==> src/rtl/gsi_pkg.sv <==
// shared types, constants and the divider step for the gain schedule interpolator
package gsi_pkg;

   localparam int TIME_W      = 16;
   localparam int GAIN_W      = 24;
   localparam int DELTA_W     = GAIN_W + 1;
   localparam int FRAC_W      = 16;
   localparam int QUO_W       = FRAC_W + 1;
   localparam int MODE_W      = 2;
   localparam int COUNT_W     = 3;
   localparam int CSR_INDEX_W = 3;
   localparam int CSR_DATA_W  = 64;
   localparam int DIV_STAGES  = 4;
   localparam int DIV_STEPS   = FRAC_W / DIV_STAGES;

   localparam logic [CSR_INDEX_W-1:0] CSR_GAIN_MODE   = 3'd0;
   localparam logic [CSR_INDEX_W-1:0] CSR_POINT_COUNT = 3'd1;
   localparam logic [CSR_INDEX_W-1:0] CSR_POINT0      = 3'd2;

   typedef enum logic [MODE_W-1:0] {
      MODE_INTERP = 2'd0,
      MODE_FIRST  = 2'd1,
      MODE_LAST   = 2'd2
   } gain_mode_type;

   typedef struct packed {
      logic signed [GAIN_W-1:0] kd;
      logic signed [GAIN_W-1:0] kp;
      logic [TIME_W-1:0]        bp_time;
   } point_type;

   typedef struct packed {
      logic signed [GAIN_W-1:0]  base_p;
      logic signed [GAIN_W-1:0]  base_d;
      logic signed [DELTA_W-1:0] delta_p;
      logic signed [DELTA_W-1:0] delta_d;
   } item_type;

   typedef struct packed {
      logic [TIME_W-1:0] rem;
      logic [QUO_W-1:0]  quo;
   } div_state_type;

   // one restoring division step, a zero bit shifted into the remainder
   function automatic div_state_type div_step(div_state_type st, logic [TIME_W-1:0] den);
      logic [TIME_W:0] trial;
      div_state_type   res;
      trial = {st.rem, 1'b0};
      if (trial >= {1'b0, den}) begin
         res.rem = TIME_W'(trial - {1'b0, den});
         res.quo = {st.quo[QUO_W-2:0], 1'b1};
      end else begin
         res.rem = trial[TIME_W-1:0];
         res.quo = {st.quo[QUO_W-2:0], 1'b0};
      end
      return res;
   endfunction

endpackage

==> src/rtl/gsi_select.sv <==
// breakpoint search and segment fetch: two pipeline stages ahead of the divider
module gsi_select #(
   parameter int NPTS = 6
) (
   input  logic                                  clock,
   input  logic                                  reset,
   input  logic [gsi_pkg::MODE_W-1:0]            gain_mode,
   input  logic [gsi_pkg::COUNT_W-1:0]           point_count,
   input  gsi_pkg::point_type [NPTS-1:0]         points,
   input  logic                                  in_valid,
   output logic                                  in_ready,
   input  logic [gsi_pkg::TIME_W-1:0]            in_time,
   output logic                                  out_valid,
   input  logic                                  out_ready,
   output logic [gsi_pkg::TIME_W-1:0]            out_num,
   output logic [gsi_pkg::TIME_W-1:0]            out_den,
   output gsi_pkg::item_type                     out_item
);
   import gsi_pkg::*;

   localparam int IDX_W = (NPTS > 1) ? $clog2(NPTS) : 1;

   typedef enum logic [1:0] {
      KIND_ZERO   = 2'd0,
      KIND_POINT  = 2'd1,
      KIND_INTERP = 2'd2
   } kind_type;

   // stage a: decide what the sample needs
   logic [COUNT_W-1:0] used_cnt;
   logic [COUNT_W-1:0] last_cnt;
   logic               past_last;
   logic [IDX_W-1:0]   last_idx;
   logic [IDX_W-1:0]   interp_idx;
   kind_type           kind_in;
   logic [IDX_W-1:0]   idx_in;

   logic               a_valid_ff;
   kind_type           a_kind_ff;
   logic [IDX_W-1:0]   a_idx_ff;
   logic [TIME_W-1:0]  a_time_ff;
   logic               a_adv;

   logic               b_valid_ff;
   logic [TIME_W-1:0]  b_num_ff;
   logic [TIME_W-1:0]  b_den_ff;
   item_type           b_item_ff;
   logic               b_adv;

   point_type          lo_pt;
   point_type          hi_pt;
   logic [TIME_W-1:0]  num_in;
   logic [TIME_W-1:0]  den_in;
   item_type           item_in;

   always_comb begin
      used_cnt   = (point_count > COUNT_W'(NPTS)) ? COUNT_W'(NPTS) : point_count;
      last_cnt   = used_cnt - COUNT_W'(1);
      past_last  = 1'b0;
      last_idx   = '0;
      interp_idx = '0;
      for (int k = 0; k < NPTS; k++) begin
         if (COUNT_W'(k) == last_cnt) begin
            last_idx  = IDX_W'(k);
            past_last = (in_time >= points[k].bp_time);
         end
      end
      // downward sweep leaves the lowest-indexed breakpoint (index 1 and up) at or above the sample
      for (int k = NPTS - 1; k >= 1; k--) begin
         if (COUNT_W'(k) < used_cnt && in_time <= points[k].bp_time) begin
            interp_idx = IDX_W'(k);
         end
      end
      priority if (used_cnt == '0) begin
         kind_in = KIND_ZERO;
         idx_in  = '0;
      end else if (gain_mode == MODE_FIRST) begin
         kind_in = KIND_POINT;
         idx_in  = '0;
      end else if (gain_mode == MODE_LAST) begin
         kind_in = KIND_POINT;
         idx_in  = last_idx;
      end else if (in_time <= points[0].bp_time) begin
         kind_in = KIND_POINT;
         idx_in  = '0;
      end else if (past_last) begin
         kind_in = KIND_POINT;
         idx_in  = last_idx;
      end else begin
         kind_in = KIND_INTERP;
         idx_in  = interp_idx;
      end
   end

   assign b_adv    = !b_valid_ff || out_ready;
   assign a_adv    = !a_valid_ff || b_adv;
   assign in_ready = a_adv;

   always_ff @(posedge clock) begin
      if (reset) begin
         a_valid_ff <= 1'b0;
      end else if (a_adv) begin
         a_valid_ff <= in_valid;
      end
      if (a_adv && in_valid) begin
         a_kind_ff <= kind_in;
         a_idx_ff  <= idx_in;
         a_time_ff <= in_time;
      end
   end

   // stage b: fetch the segment ends and form dividend, divisor and deltas
   always_comb begin
      lo_pt = '0;
      hi_pt = '0;
      for (int k = 0; k < NPTS; k++) begin
         if (a_idx_ff == IDX_W'(k)) begin
            hi_pt = points[k];
         end
         if (k + 1 < NPTS && a_idx_ff == IDX_W'(k + 1)) begin
            lo_pt = points[k];
         end
      end
      unique case (a_kind_ff)
         KIND_INTERP: begin
            num_in          = a_time_ff - lo_pt.bp_time;
            den_in          = hi_pt.bp_time - lo_pt.bp_time;
            item_in.base_p  = lo_pt.kp;
            item_in.base_d  = lo_pt.kd;
            item_in.delta_p = DELTA_W'(hi_pt.kp) - DELTA_W'(lo_pt.kp);
            item_in.delta_d = DELTA_W'(hi_pt.kd) - DELTA_W'(lo_pt.kd);
         end
         KIND_POINT: begin
            num_in          = '0;
            den_in          = TIME_W'(1);
            item_in.base_p  = hi_pt.kp;
            item_in.base_d  = hi_pt.kd;
            item_in.delta_p = '0;
            item_in.delta_d = '0;
         end
         default: begin
            num_in  = '0;
            den_in  = TIME_W'(1);
            item_in = '0;
         end
      endcase
   end

   always_ff @(posedge clock) begin
      if (reset) begin
         b_valid_ff <= 1'b0;
      end else if (b_adv) begin
         b_valid_ff <= a_valid_ff;
      end
      if (b_adv && a_valid_ff) begin
         b_num_ff  <= num_in;
         b_den_ff  <= den_in;
         b_item_ff <= item_in;
      end
   end

   assign out_valid = b_valid_ff;
   assign out_num   = b_num_ff;
   assign out_den   = b_den_ff;
   assign out_item  = b_item_ff;

endmodule

==> src/rtl/gsi_divider.sv <==
// pipelined restoring divider for the 16-bit interpolation fraction
module gsi_divider (
   input  logic                          clock,
   input  logic                          reset,
   input  logic                          in_valid,
   output logic                          in_ready,
   input  logic [gsi_pkg::TIME_W-1:0]    in_num,
   input  logic [gsi_pkg::TIME_W-1:0]    in_den,
   input  gsi_pkg::item_type             in_item,
   output logic                          out_valid,
   input  logic                          out_ready,
   output logic [gsi_pkg::QUO_W-1:0]     out_quo,
   output gsi_pkg::item_type             out_item
);
   import gsi_pkg::*;

   localparam int LAST = DIV_STAGES - 1;

   logic              valid_ff [DIV_STAGES];
   logic [TIME_W-1:0] rem_ff   [DIV_STAGES];
   logic [QUO_W-1:0]  quo_ff   [DIV_STAGES];
   logic [TIME_W-1:0] den_ff   [DIV_STAGES];
   item_type          item_ff  [DIV_STAGES];
   logic              adv      [DIV_STAGES];

   for (genvar s = 0; s < DIV_STAGES; s++) begin : g_stage
      div_state_type     st_in;
      div_state_type     st_out;
      logic [TIME_W-1:0] den_src;
      item_type          item_src;
      logic              valid_src;
      logic              down_ready;

      if (s == 0) begin : g_first
         // numerator never exceeds divisor, so the top quotient bit is a compare
         always_comb begin
            if (in_num >= in_den) begin
               st_in.rem = in_num - in_den;
               st_in.quo = QUO_W'(1);
            end else begin
               st_in.rem = in_num;
               st_in.quo = '0;
            end
         end
         assign den_src   = in_den;
         assign item_src  = in_item;
         assign valid_src = in_valid;
      end else begin : g_next
         assign st_in.rem = rem_ff[s-1];
         assign st_in.quo = quo_ff[s-1];
         assign den_src   = den_ff[s-1];
         assign item_src  = item_ff[s-1];
         assign valid_src = valid_ff[s-1];
      end

      if (s == LAST) begin : g_tail
         assign down_ready = out_ready;
      end else begin : g_body
         assign down_ready = adv[s+1];
      end

      always_comb begin
         st_out = st_in;
         for (int j = 0; j < DIV_STEPS; j++) begin
            st_out = div_step(st_out, den_src);
         end
      end

      assign adv[s] = !valid_ff[s] || down_ready;

      always_ff @(posedge clock) begin
         if (reset) begin
            valid_ff[s] <= 1'b0;
         end else if (adv[s]) begin
            valid_ff[s] <= valid_src;
         end
         if (adv[s] && valid_src) begin
            rem_ff[s]  <= st_out.rem;
            quo_ff[s]  <= st_out.quo;
            den_ff[s]  <= den_src;
            item_ff[s] <= item_src;
         end
      end
   end

   assign in_ready  = adv[0];
   assign out_valid = valid_ff[LAST];
   assign out_quo   = quo_ff[LAST];
   assign out_item  = item_ff[LAST];

endmodule

==> src/rtl/gsi_blend.sv <==
// delta times ratio, floor to q12.12 and add the segment base; holds the result register
module gsi_blend (
   input  logic                              clock,
   input  logic                              reset,
   input  logic                              in_valid,
   output logic                              in_ready,
   input  logic [gsi_pkg::QUO_W-1:0]         in_quo,
   input  gsi_pkg::item_type                 in_item,
   output logic                              out_valid,
   input  logic                              out_ready,
   output logic signed [gsi_pkg::GAIN_W-1:0] out_gain_p,
   output logic signed [gsi_pkg::GAIN_W-1:0] out_gain_d
);
   import gsi_pkg::*;

   localparam int PROD_W = DELTA_W + QUO_W + 1;

   logic signed [PROD_W-1:0] prod_p_in;
   logic signed [PROD_W-1:0] prod_d_in;

   logic                     m_valid_ff;
   logic signed [GAIN_W-1:0] m_base_p_ff;
   logic signed [GAIN_W-1:0] m_base_d_ff;
   logic signed [GAIN_W-1:0] m_frac_p_ff;
   logic signed [GAIN_W-1:0] m_frac_d_ff;
   logic                     m_adv;

   logic                     o_valid_ff;
   logic signed [GAIN_W-1:0] o_gain_p_ff;
   logic signed [GAIN_W-1:0] o_gain_d_ff;
   logic                     o_adv;

   assign prod_p_in = PROD_W'(in_item.delta_p) * PROD_W'($signed({1'b0, in_quo}));
   assign prod_d_in = PROD_W'(in_item.delta_d) * PROD_W'($signed({1'b0, in_quo}));

   assign o_adv    = !o_valid_ff || out_ready;
   assign m_adv    = !m_valid_ff || o_adv;
   assign in_ready = m_adv;

   // arithmetic shift then keep 24 bits: floor of the product, modulo the gain width
   always_ff @(posedge clock) begin
      if (reset) begin
         m_valid_ff <= 1'b0;
      end else if (m_adv) begin
         m_valid_ff <= in_valid;
      end
      if (m_adv && in_valid) begin
         m_base_p_ff <= in_item.base_p;
         m_base_d_ff <= in_item.base_d;
         m_frac_p_ff <= prod_p_in[FRAC_W +: GAIN_W];
         m_frac_d_ff <= prod_d_in[FRAC_W +: GAIN_W];
      end
   end

   always_ff @(posedge clock) begin
      if (reset) begin
         o_valid_ff <= 1'b0;
      end else if (o_adv) begin
         o_valid_ff <= m_valid_ff;
      end
      if (o_adv && m_valid_ff) begin
         o_gain_p_ff <= m_base_p_ff + m_frac_p_ff;
         o_gain_d_ff <= m_base_d_ff + m_frac_d_ff;
      end
   end

   assign out_valid  = o_valid_ff;
   assign out_gain_p = o_gain_p_ff;
   assign out_gain_d = o_gain_d_ff;

endmodule

==> src/rtl/gain_schedule_interpolator.sv <==
// top level of the piecewise-linear gain schedule interpolator
//
// req channel: one support-time beat per accept (req_valid and req_ready high).
// rsp channel: one beat of proportional and derivative gain per request, in order.
// csr port: a write at every clock with csr_we high; index 0 gain mode, 1 point
// count, 2 and up table points. The user writes only while no request is in
// flight; the block itself does not enforce it. Throughput: one beat per cycle,
// sustained with no bubbles while rsp_ready stays high. A result passes through two
// search/fetch stages, four divider stages (four quotient bits each, the first
// also taking the top bit), one multiply stage and the result register.
// Every stage holds a valid bit and advances when it is empty or the next one
// moves, so a stalled rsp side fills the pipe and only then drops req_ready;
// req_ready stays high whenever the result register is free or being taken.
// Reset empties the pipe and clears mode, count and all table points to zero;
// req_ready is high in the first cycle after reset.
module gain_schedule_interpolator #(
   parameter int MAX_POINTS = 6
) (
   input  logic                                  clock,
   input  logic                                  reset,
   input  logic                                  req_valid,
   output logic                                  req_ready,
   input  logic [gsi_pkg::TIME_W-1:0]            req_support_time,
   output logic                                  rsp_valid,
   input  logic                                  rsp_ready,
   output logic signed [gsi_pkg::GAIN_W-1:0]     rsp_gain_p,
   output logic signed [gsi_pkg::GAIN_W-1:0]     rsp_gain_d,
   input  logic                                  csr_we,
   input  logic [gsi_pkg::CSR_INDEX_W-1:0]       csr_index,
   input  logic [gsi_pkg::CSR_DATA_W-1:0]        csr_wdata
);
   import gsi_pkg::*;

   logic [MODE_W-1:0]             gain_mode_ff;
   logic [COUNT_W-1:0]            point_count_ff;
   point_type [MAX_POINTS-1:0]    point_ff;

   logic              sel_valid;
   logic              sel_ready;
   logic [TIME_W-1:0] sel_num;
   logic [TIME_W-1:0] sel_den;
   item_type          sel_item;

   logic              div_valid;
   logic              div_ready;
   logic [QUO_W-1:0]  div_quo;
   item_type          div_item;

   always_ff @(posedge clock) begin
      if (reset) begin
         gain_mode_ff   <= '0;
         point_count_ff <= '0;
         point_ff       <= '0;
      end else if (csr_we) begin
         if (csr_index == CSR_GAIN_MODE) begin
            gain_mode_ff <= csr_wdata[MODE_W-1:0];
         end
         if (csr_index == CSR_POINT_COUNT) begin
            point_count_ff <= csr_wdata[COUNT_W-1:0];
         end
         // points beyond the table size are never read, so their writes are dropped
         for (int k = 0; k < MAX_POINTS; k++) begin
            if (csr_index == CSR_INDEX_W'(int'(CSR_POINT0) + k)) begin
               point_ff[k] <= point_type'(csr_wdata);
            end
         end
      end
   end

   gsi_select #(
      .NPTS (MAX_POINTS)
   ) u_select (
      .clock       (clock),
      .reset       (reset),
      .gain_mode   (gain_mode_ff),
      .point_count (point_count_ff),
      .points      (point_ff),
      .in_valid    (req_valid),
      .in_ready    (req_ready),
      .in_time     (req_support_time),
      .out_valid   (sel_valid),
      .out_ready   (sel_ready),
      .out_num     (sel_num),
      .out_den     (sel_den),
      .out_item    (sel_item)
   );

   gsi_divider u_divider (
      .clock     (clock),
      .reset     (reset),
      .in_valid  (sel_valid),
      .in_ready  (sel_ready),
      .in_num    (sel_num),
      .in_den    (sel_den),
      .in_item   (sel_item),
      .out_valid (div_valid),
      .out_ready (div_ready),
      .out_quo   (div_quo),
      .out_item  (div_item)
   );

   gsi_blend u_blend (
      .clock      (clock),
      .reset      (reset),
      .in_valid   (div_valid),
      .in_ready   (div_ready),
      .in_quo     (div_quo),
      .in_item    (div_item),
      .out_valid  (rsp_valid),
      .out_ready  (rsp_ready),
      .out_gain_p (rsp_gain_p),
      .out_gain_d (rsp_gain_d)
   );

endmodule

==> config.mk <==
export PLATFORM = sky130hd
export DESIGN_NAME = gain_schedule_interpolator
export DESIGN_NICKNAME = d
export VERILOG_FILES = /design/src/rtl/gsi_pkg.sv /design/src/rtl/gsi_select.sv /design/src/rtl/gsi_divider.sv /design/src/rtl/gsi_blend.sv /design/src/rtl/gain_schedule_interpolator.sv
export SDC_FILE = /design/constraint.sdc
export NUM_CORES = 2
export LEC_CHECK = 0
export ABC_AREA = 1
export BUFFER_PORTS_ARGS = -buffer_cell sky130_fd_sc_hd__clkbuf_2
export CORE_MARGIN = 2
export CORE_UTILIZATION = 40
export DETAILED_ROUTE_END_ITERATION = 7
export PLACE_DENSITY = 0.6
export SKIP_LAST_GASP = 1
export SYNTH_ARGS = -nofsm -noshare
export SYNTH_HDL_FRONTEND = slang
export SYNTH_SLANG_ARGS = --single-unit
==> constraint.sdc <==
create_clock -name clock -period 9.5 [get_ports clock]
set_input_delay 1.9 -clock clock [delete_from_list [all_inputs] [get_ports clock]]
set_output_delay 1.9 -clock clock [all_outputs]
set_load 0.01 [all_outputs]
**Word level (Yosys, flattened, before mapping)**

Memory sizes are Yosys's and may differ from the RTL's.
Index checks and enable logic that the tools add are counted.

- Reduce and logical (&&, ||, !) cells: 43
- Add/subtract/negate cells: 24
- $mul: 2
- Multiplexer cells: 79
- Order comparisons: 35
- Eq/ne operators: 21
- Bitwise gates (word level): 4

Operator list:

| operator | count |
|---|---|
| $mux 64 | 11 |
| $mux 33 | 17 |
| $sub 16x16->16 | 19 |
| $ge 17x16->1 | 16 |
| $pmux 98 s2 | 1 |
| $ge 16x16->1 | 7 |
| $le 16x16->1 | 6 |
| $mul 25x18->40 | 2 |
| $sub 24x24->25 | 2 |
| $add 24x24->24 | 2 |
| $mux 3 | 13 |
| $mux 1 | 36 |
| $eq 3x3->1 const B | 6 |
| $reduce_and 2->1 | 8 |
| $logic_and 1x1->1 | 13 |
| $eq 3x2->1 const B | 4 |
| $logic_not 3->1 | 4 |
| $logic_not 1->1 | 8 |
| $logic_or 1x1->1 | 8 |
| $eq 2x3->1 const A | 2 |
| $eq 3x1->1 const B | 2 |
| $eq 3x3->1 const A | 2 |
| $lt 2x3->1 const A | 2 |
| $lt 3x3->1 const A | 2 |
| other kinds (10) | 15 |

- Memories: 5
- Input port bits: 88
- RAM bits: 592
- Register bits: 688

Memories:

| name | words | width | rd ports | clocked after Yosys merged registers in | write ports | RTL line | source |
|---|---|---|---|---|---|---|---|
| u_divider.item_ff | 4 | 98 | 4 | 0 | 4 | gsi_divider.sv:23 | `item_type item_ff [DIV_STAGES];` |
| u_divider.quo_ff | 4 | 17 | 4 | 0 | 4 | gsi_divider.sv:21 | `logic [QUO_W-1:0] quo_ff [DIV_STAGES];` |
| u_divider.den_ff | 4 | 16 | 3 | 0 | 4 | gsi_divider.sv:22 | `logic [TIME_W-1:0] den_ff [DIV_STAGES];` |
| u_divider.rem_ff | 4 | 16 | 3 | 0 | 4 | gsi_divider.sv:20 | `logic [TIME_W-1:0] rem_ff [DIV_STAGES];` |
| u_divider.valid_ff | 4 | 1 | 4 | 0 | 4 | gsi_divider.sv:19 | `logic valid_ff [DIV_STAGES];` |

**Longest topological paths before layout**

- Depth in word-level cells: 14
- Mapped depth: 67
- Mapped depth without buffers: 63

**Cells and area by module**

From an unflattened synthesis, not the netlist that was laid out.

- Cell total of the unflattened synthesis: 12577
- Area total of the unflattened synthesis: 100933.1 µm²

Modules (own cells, without submodules):

| module | cells an instance | sequential area each (µm²) | times used | area an instance (µm²) |
|---|---|---|---|---|
| gsi_blend | 4942 | 4364.2 | 1 | 38384.3 |
| gsi_divider | 3174 | 16095.4 | 1 | 31203.7 |
| gsi_select | 2271 | 4574.4 | 1 | 16170.5 |
| gain_schedule_interpolator | 2190 | 7787.5 | 1 | 15174.6 |

**Least setup slack after synthesis**

OpenSTA, ideal clock, no wires.

- Path kind: register to register
- Start: register u_select.b_num_ff[0] (netlist: u_select.out_num[0])
- End: memory u_divider.rem_ff[0][9], data pin
- Setup slack: 0.437 ns
- Setup time: 0.252 ns
- Clock period less this slack: 9.063 ns
- Data required time: 9.248 ns
- Stages on the path, launching flop included: 66
- Path buffers: 6
- Arrival: 8.811 ns
- Cells stage by stage: edfxtp_1 > inv_1 > ha_1 > inv_1 > fa_1 > nand3_1 > nand3_2 > nand2_1 > nand3_2 > nand2_2 > nand2_4 > buf_4 > or2_2 > nand2_1 > inv_1 > ha_1 > nand2_1 > nor2_1 > [... 30 more ...] > inv_1 > nand2_2 > nor2_8 > buf_4 > nand2_1 > o21ai_2 > ha_1 > clkbuf_1 > a21oi_1 > o21ai_0 > o21bai_1 > nand3_1 > o2111ai_1 > a221oi_1 > nand3_4 > buf_6 > nand2_1 > nand2_1

RTL lines:

| item | RTL line | source |
|---|---|---|
| start, declared | gsi_select.sv:45 | `logic [TIME_W-1:0] b_num_ff;` |
| start signal, assigned | gsi_select.sv:156 | `b_num_ff <= num_in;` |
| end, declared | gsi_divider.sv:20 |  |

==> impl_results.md <==
* Post-synth cell types at 71
* HP Class: flop to flop
* Ys async rst share at 0%
* CP Capture Point: u_divider.rem_ff[1][15]$_DFFE_PP_
* Num rows at 179
* Filler cell count in the final layout at between 20000 and 25000
* Max layer used: met5
* Outcome: completed
* Peak supply drop at just over 0.8 mV
* Vias in the first global route at between 70000 and 80000
* Placement Cell Area at 101200 um2
* Initial antenna violation count at 29
* Mapped Area at roughly 95000 um2
* Final wirelength at between 200000 and 300000 um
* Total track usage at between 20% and 30%
* Drt drc at 0
* Net Count, Synth at approximately 13000
* I/O Buffers at 137
* CP Capture Type: flop
* Relative slew margins at between 10% and 20%
* DP HPWL at ~210000 um
* Final ANT Viol Nets at 0
* Initial core utilization at between 40% and 50%
* Worst clock skew at ~37 ps
* Final setup viols at 0
* Routed wl met3 at 18280 um
* CTS tree: done
* I/O pin count at between 100 and 150
* Pleak at a little under 50 nW
* DR vias/cell at roughly 5.2
* Setup CP Type: flop to flop
* Yosys warns at 0
* Worst reg2reg path depth at between 40 and 50
* Worst reg2reg setup slack at between 600 and 700 ps
* Final Hold Viols at 0
* Skew-Pair Late Insertion Delay at around 810 ps
* Max Cap Viol at 0
* Syn_area_per_cell at around 8.7 um2
* Avg WL per Cell at 19.28 um
* Number of synthesized flops with an enable pin at between 800 and 900
* H-Tree Depth at 4
* Area Growth Syn to Fin at 11.54%
* Worst setup startpoint: u_divider.den_ff[0][2]$_DFFE_PP_
* Buffers & Inverters on Critical Path at 4
* R2r endpoint: u_divider.rem_ff[1][15]$_DFFE_PP_
* Die Wd at 492.0 um
* Critical path arrival at approximately 9400 ps
* CP max-delay cell: edfxtp_1
* Worst hold margin at ~400 ps
* Total grt overflow at 0
* Clk root buf: clkbuf_16
* Pwr/cell area at a little under 400 nW/um2
* Critical Path RT at about 10000 ps
* Clock Tree Buf Depth at 3
* Die height at 492.0 um
* Sequential fraction of the synthesis area at approximately a third
* Fin crit period at roughly 9000 ps
* CP most frequent cell: nand2_1
* Max stage delay on crit path at approximately 570 ps
* Post-Synthesis Cells at ~11000
* Detailed Routing Iterations Pass 1 at 6
* Reg2reg start: u_divider.den_ff[0][2]$_DFFE_PP_
* DR iter-0 viols at roughly 6000
* Main flop type after synthesis: edfxtp_1
* Setup total negative slack at 0 ps
* Slew Viols, Final at 0
* Total vias in the final route at ~76000
* Crit-path leading delay family: compound AO/OA/AOI/OAI gates
* Final period utilization at between 90 and 100%
* Largest net degree at the start of global routing at between 150 and 200
* Register bit total from synthesis at ~1200
* Num CTS Buffers at around 140
* Gpl congestion at 0.9056
* Clock transition at the registers of the reported paths at 60 ps
* Worst-margin pin slew at between 1000 and 1500 ps
* WL met1 at approximately 120000 um
* Fmax at about 0.11 GHz
* Share of cells above drive strength 1 at around 8.7%
* First-pass GRT wire length at around 440000 um
* Die area at roughly 240000 um2
* CP max FO at 23
* Core footprint at ~240000 um2
* Final instance area at approximately 110000 um2
* Met2 routed wirelength at 128900 um
* Nets at ~13000
* CTS sink cnt at ~1200
* CP Depth at 44
* CP Launch Type: flop
[sequential cells by signal, indices dropped and copies added (netlist names), 24 cells and up]
register,cells
u_divider.quo_ff,44
u_blend.m_frac_p_ff,24
u_divider.rem_ff,48
u_blend.m_frac_d_ff,24
u_blend.m_base_p_ff,24
u_select.out_item,98
u_blend.out_gain_d,24
u_divider.item_ff,392
u_blend.out_gain_p,24
u_blend.m_base_d_ff,24
point_ff,384
u_divider.den_ff,48
[cell type report]
cell class | count | area [um2] | area share, %
Tap cell | 3167 | 3963 | 3.730
Clock buffer | 180 | 3742 | 3.523
Timing Repair Buffer | 541 | 3851 | 3.625
Multi-Input combinational cell | 7449 | 53970 | 50.80
Clock inverter | 73 | 889.6 | 0.8374
Sequential cell | 1224 | 32820 | 30.90
Inverter | 1842 | 6973 | 6.564
Antenna cell | 11 | 27.53 | 0.02591
[routing by layer]
layer / vias up / track usage (%)
met2: 2332 / 37.15
met5: - / 0
met3: 520 / 3.961
li1: 36060 / -
met4: 48 / 7.301
met1: 36860 / 31.19
[through the flow]
step,utilization [%],instances,worst slack (ps),power (mW)
detailed placement,42.64,14210,144.1,35.00
global route,44.74,14480,-29.52,44.84
finish,44.75,14490,620.9,40.80
global placement,42.64,14210,181.5,34.87
floorplan,-,10980,437.3,27.25
CTS,44.59,14460,127.4,40.54
[repair_timing]
item / CTS / global route
resized for setup: 0 / 81
setup endpoints to repair: 0 / 52
hold buffers: 0 / 0
setup buffers: 0 / 10
[report_power, final]
part	total [mW]	leakage [nW]	internal, mW	switching, mW
Clock	5.42	2.22	3.13	2.29
Combinational	28.3	35.4	11.3	17.1
Sequential	7.06	10.8	6.91	0.152
Total	40.8	48.4	21.3	19.5
[cell usage in the layout (no fill, tap or decap), types with 39 or more instances in the layout]
cell type and count:
nand2_1 2219, inv_1 1792, edfxtp_1 831, nor2_1 806
fa_1 798, a21oi_1 769, o21ai_0 743, ha_1 668
dfxtp_1 393, buf_4 392, nand3_1 261, xor2_1 179
xnor2_1 152, clkbuf_16 139, clkbuf_2 137, o22ai_1 85
nand4_1 82, o21ai_1 59, a221oi_1 49, o2111ai_1 47
nand2_2 46, a21o_1 39
[cell families after synthesis]
logic type	share of synthesized area, %
AOI/OAI and AO/OA	12.25
xor gates and xnor gates	3.044
adders and majority gates	25.63
buffers and inverters	9.238
DFF	34.46
and+or+nand+nor	15.37
[cells in the mapped netlist (9+ instances only)]
cell / count / area [um2]
o21ai_1: 43 / 215.2
xor2_1: 179 / 1568
a211oi_1: 22 / 165.2
a21boi_0: 22 / 165.2
clkbuf_1: 401 / 1505
buf_6: 9 / 101.4
fa_1: 799 / 16000
nor2_2: 9 / 56.30
edfxtp_1: 831 / 24950
o21a_1: 25 / 187.7
o21ai_2: 14 / 122.6
o2111ai_1: 48 / 420.4
o221ai_1: 31 / 271.5
buf_1: 22 / 82.58
dfxtp_1: 393 / 7868
o21bai_1: 30 / 225.2
nand3_1: 262 / 1311
a311oi_1: 10 / 87.58
inv_2: 26 / 97.59
buf_4: 11 / 82.58
nor4_1: 24 / 150.1
nor3_1: 37 / 185.2
ha_1: 673 / 8421
nand2_4: 9 / 101.4
a21o_1: 39 / 292.8
nand4_1: 82 / 513.0
xnor2_1: 152 / 1331
o22ai_1: 85 / 531.8
o21ai_0: 762 / 3814
a2111oi_0: 15 / 131.4
inv_1: 1805 / 6775
nand2_1: 2228 / 8363
a221oi_1: 50 / 437.9
nand3_2: 12 / 120.1
a31oi_1: 38 / 237.7
o211ai_1: 26 / 195.2
buf_2: 19 / 95.09
nor2_1: 822 / 3085
or2_2: 20 / 125.1
a21oi_1: 778 / 3894
nand2_2: 38 / 237.7
[how the worst min path moves through the flow]
stage | startpoint | endpoint | slack, ps | cells past startpoint
2_1_floorplan | u_divider.item_ff[3][50]$_DFFE_PP_ | u_blend.m_base_d_ff[0]$_DFFE_PP_ | 400 | 0
3_5_place_dp | u_divider.item_ff[3][65]$_DFFE_PP_ | u_blend.m_base_d_ff[15]$_DFFE_PP_ | 400 | 0
3_3_place_gp | u_divider.item_ff[2][19]$_DFFE_PP_ | u_divider.item_ff[3][19]$_DFFE_PP_ | 400 | 0
5_1_grt | u_divider.item_ff[1][93]$_DFFE_PP_ | u_divider.item_ff[2][93]$_DFFE_PP_ | 410 | 0
4_1_cts | u_divider.item_ff[1][93]$_DFFE_PP_ | u_divider.item_ff[2][93]$_DFFE_PP_ | 400 | 0
6_report | u_divider.item_ff[1][93]$_DFFE_PP_ | u_divider.item_ff[2][93]$_DFFE_PP_ | 400 | 0
Note: power is estimated with default switching activity, not from simulation.
